## config.mk

```make
export PLATFORM = sky130hd
export DESIGN_NAME = hesu_mul
export DESIGN_NICKNAME = d
export VERILOG_FILES = /design/src/rtl/hesu_mul.sv
export SDC_FILE = /design/constraint.sdc
export NUM_CORES = 2
export LEC_CHECK = 0
export BUFFER_PORTS_ARGS = -buffer_cell sky130_fd_sc_hd__buf_2
export CAP_MARGIN = 20
export CORE_MARGIN = 10
export CORE_UTILIZATION = 40
export DETAILED_ROUTE_END_ITERATION = 8
export PLACE_DENSITY = 0.58
export SYNTH_ARGS = -nofsm -noshare
export SYNTH_HDL_FRONTEND = slang
export SYNTH_SLANG_ARGS = --single-unit
```

## constraint.sdc

```tcl
create_clock -name clk -period 25.6 [get_ports clk]
set_input_delay 7.68 -clock clk [delete_from_list [all_inputs] [get_ports clk]]
set_output_delay 7.68 -clock clk [all_outputs]
set_load 0.03 [all_outputs]
```

## src/rtl/hesu_mul.sv

```systemverilog
// hesu_mul: two-stage unsigned multiplier built from four half-width partial products
`default_nettype none
module hesu_mul #(
  parameter int AW = 32,
  parameter int BW = 32
) (
  input  wire logic               clk,
  input  wire logic               en,
  input  wire logic [AW-1:0]      a,
  input  wire logic [BW-1:0]      b,
  output logic      [AW+BW-1:0]   prod
);

  localparam int HA = (AW + 1) / 2;
  localparam int HB = (BW + 1) / 2;
  localparam int PW = AW + BW;

  logic [HA+HB-1:0]           ll;
  logic [HA+BW-HB-1:0]        lh;
  logic [AW-HA+HB-1:0]        hl;
  logic [AW-HA+BW-HB-1:0]     hh;

  // partial products
  always_ff @(posedge clk) begin
    if (en) begin
      ll <= a[HA-1:0] * b[HB-1:0];
      lh <= a[HA-1:0] * b[BW-1:HB];
      hl <= a[AW-1:HA] * b[HB-1:0];
      hh <= a[AW-1:HA] * b[BW-1:HB];
    end
  end

  // recombine
  always_ff @(posedge clk) begin
    if (en) begin
      prod <= PW'(ll) + (PW'(lh) << HB) + (PW'(hl) << HA) + (PW'(hh) << (HA + HB));
    end
  end

endmodule
`default_nettype wire

```

==> impl_metrics.ini <==
[status]
status = finished, final reports clean

[drt]
drtIter0Drc = 1568
antenna_left = 0
via_count = 29200
wl_per_cell_um = 18.8
viasPerCell = 5.03
drt_pass1_iterations = 5
wl_mm = 109
drc_errors = 0

[setup_path]
r2r_slack_ns = 21.13
r2r_start = ll[17]
crit_path_max_fanout = 32
cp-end-kind = register
rr_worst_depth = 13
worstSetupPathType = primary input to register
cp.arrival_ns = 14.30
critPathLaunchType = primary input
cp.required_ns = 25.85
reg2reg_to = prod[57]

[final_layout]
register_area_um2 = 5770
fillCellCount = 10400
nets = 5707
areaGrowthSynthToFinish_pct = 5.70
post-route-util_pct = 42.5
drive_gt1_share_pct = 4.96
multiInputGateArea_um2 = 32200

[logic_synthesis]
avgSynthCellArea_um2 = 9.55
yosys.cell_types.count = 77
syn_nets = 5743
yosys_warnings = 0
synth-xor-area-share_pct = 3.07
yosys.area_share.simple_pct = 15.4
syn_inst = 4420
synth_mux_area_share_pct = 0.0474
synth-main-ff-cell = edfxtp_1
synth_top_family_by_area = adder cells
synth-seq-cells = 192
synth_compound_area_share_pct = 6.07
synth_edf_count = 192
synth_fa_ha_area_share_pct = 51.7
syn_area_um2 = 42200
yosysSeqAreaShare_pct = 13.7
async_flop_share_pct = 0

[grt]
grt_pass1_vias = 31400
track_usage_pct = 19.0
grt_first_pass_wirelength_mm = 176
antenna_found_initial = 12
grt_max_degree = 99
grt.overflow.total = 0

[hold_path]
hp-start = ll[2]
hold_depth = 0
hold_class = register to register
holdPathEnd = prod[2]

[timing]
setup_viol = 0
hold_viol = 0
period_needed_ns = 14.05
whs_ns = 0.419
max_slew.worst_pin.slew_ns = 1.05
rsz0062_at_grt = no
drv_slew = 0
fin_skew_ns = 0.0288
fmaxAchievable_mhz = 71.2
tns_ns = 0
fin_ws_ns = 11.55
period_share_pct = 54.9
relSlewSlack_pct = 29.7

[placement]
port_buffers = 129
dpl_worst_slack_ns = 11.06
globalplace.congestion = 0.847
hpwlAfterDp_mm = 83.4

[cts]
ctsResizeCount = 0
clkTransAtPathRegs_ns = 0.10
tritoncts = built
insertion_delay_ns = 0.52
cts_setup_buffers = 0
cts_hold_buf = 0
clock-sinks = 192
cts_made_buffers = 17
clockRootBuffer = clkbuf_16
clock_path_buffers = 2
htreeDepth = 4

[floorplan]
start_util_pct = 40.2
ios = 130
die_h_um = 345
rows = 119
fp.dieW_um = 345
dieArea_um2 = 119000
coreArea_um2 = 105000

[run]
drv_cap = 0
[sequential cells by signal, summed over array words and instances, names as in the netlist]
register / cells
ll: 32
lh: 32
hh: 32
prod: 64
hl: 32
[worst max-delay path by stage]
stage,start,to,slack [ns],cells after the start
floorplan,b[7],ll[25],12.19,23
global placement,a[11],lh[30],11.15,21
detailed placement,a[11],lh[30],11.06,21
CTS,a[11],lh[30],11.62,21
global route,a[11],lh[30],11.28,21
finish,b[17],lh[30],11.55,21
[area by class of cell]
class	count	share of cell area, %
Clock inverter	15	0.463
Tap cell	1391	3.90
Multi-Input combinational cell	3091	72.1
Timing Repair Buffer	145	1.74
Antenna cell	4	0.0224
Inverter	937	7.89
Sequential cell	192	12.9
Clock buffer	17	0.954
[synthesized netlist by cell type (3+ instances only)]
library cell | count | area (µm²)
and2_1 | 482 | 3020
or3_1 | 5 | 31.3
fa_1 | 809 | 16200
nor4_1 | 3 | 18.8
inv_1 | 937 | 3520
a21oi_1 | 113 | 566
xor2_1 | 34 | 298
nand2_1 | 615 | 2310
nor2_1 | 76 | 285
a31o_2 | 5 | 43.8
o21ai_0 | 59 | 295
o211ai_1 | 13 | 97.6
ha_1 | 448 | 5610
a31oi_1 | 6 | 37.5
nand3b_1 | 3 | 22.5
edfxtp_1 | 192 | 5770
a311oi_1 | 3 | 26.3
nor2b_1 | 5 | 31.3
o21bai_1 | 13 | 97.6
nor3_1 | 30 | 150
a211oi_1 | 20 | 150
and4_1 | 3 | 26.3
o21ai_2 | 3 | 26.3
a211o_1 | 5 | 43.8
or2_2 | 5 | 31.3
o2111ai_1 | 3 | 26.3
nand2b_1 | 18 | 113
a21o_1 | 57 | 428
a41oi_2 | 3 | 48.8
a221oi_1 | 4 | 35.0
a2111o_1 | 3 | 33.8
nand4_1 | 11 | 68.8
clkbuf_1 | 199 | 747
and3_1 | 18 | 113
xnor2_1 | 114 | 998
nand3_1 | 31 | 155
o21a_1 | 18 | 135
[critical path: stages]
cell	delay (ns)
buf_2	0.60
nand2_1	0.21
fa_1	0.56
fa_1	0.49
fa_1	0.56
inv_1	0.06
fa_1	0.44
fa_1	0.51
inv_1	0.05
fa_1	0.47
inv_1	0.05
ha_1	0.37
a21o_1	0.19
a21o_1	0.17
a21oi_1	0.19
o21bai_1	0.11
o311ai_1	0.62
nand3_1	0.22
or4_1	0.49
nand2_1	0.12
o211ai_1	0.10
[metal layers]
layer	vias to the layer above	GRT usage, %	part of all wire (%)
met5	-	0	0.063
met4	12	3.83	1.7
met3	107	3.13	5.3
met2	645	31.8	47
met1	15000	25.9	46
li1	13400	-	-
[placed cells by master (no fill, tap or decap), types with 76 or more instances in the layout]
| cell type | netlist | layout |
|---|---|---|
| edfxtp_1 | 192 | 192 |
| nand2_1 | 615 | 615 |
| and2_1 | 482 | 482 |
| ha_1 | 448 | 448 |
| a21oi_1 | 113 | 113 |
| buf_2 | 1 | 128 |
| xnor2_1 | 114 | 114 |
| fa_1 | 809 | 809 |
| inv_1 | 937 | 937 |
| nor2_1 | 76 | 76 |
[cells by family (layout without fill, tap and decap cells)]
| kind of cell | after synthesis | in the layout |
|---|---|---|
| and+or+nand+nor | 1316 | 1316 |
| xor gates and xnor gates | 148 | 148 |
| AOI/OAI and AO/OA | 368 | 368 |
| muxes | 2 | 2 |
| DFF | 192 | 192 |
| adders and majority gates | 1257 | 1257 |
| other | 0 | 4 |
| buffers and inverters | 1137 | 1114 |
[per-stage QoR]
| stage | std cells | instance area, µm² |
|---|---|---|
| 2_1_floorplan | 4420 | 42200 |
| 3_3_place_gp | 5756 | 44000 |
| 3_5_place_dp | 5756 | 44000 |
| 4_1_cts | 5788 | 44600 |
| 5_1_grt | 5789 | 44600 |
| 6_report | 5792 | 44600 |
Power is not shown: default switching activity piles up to over one toggle a cycle in this logic, so the estimate is an artifact.
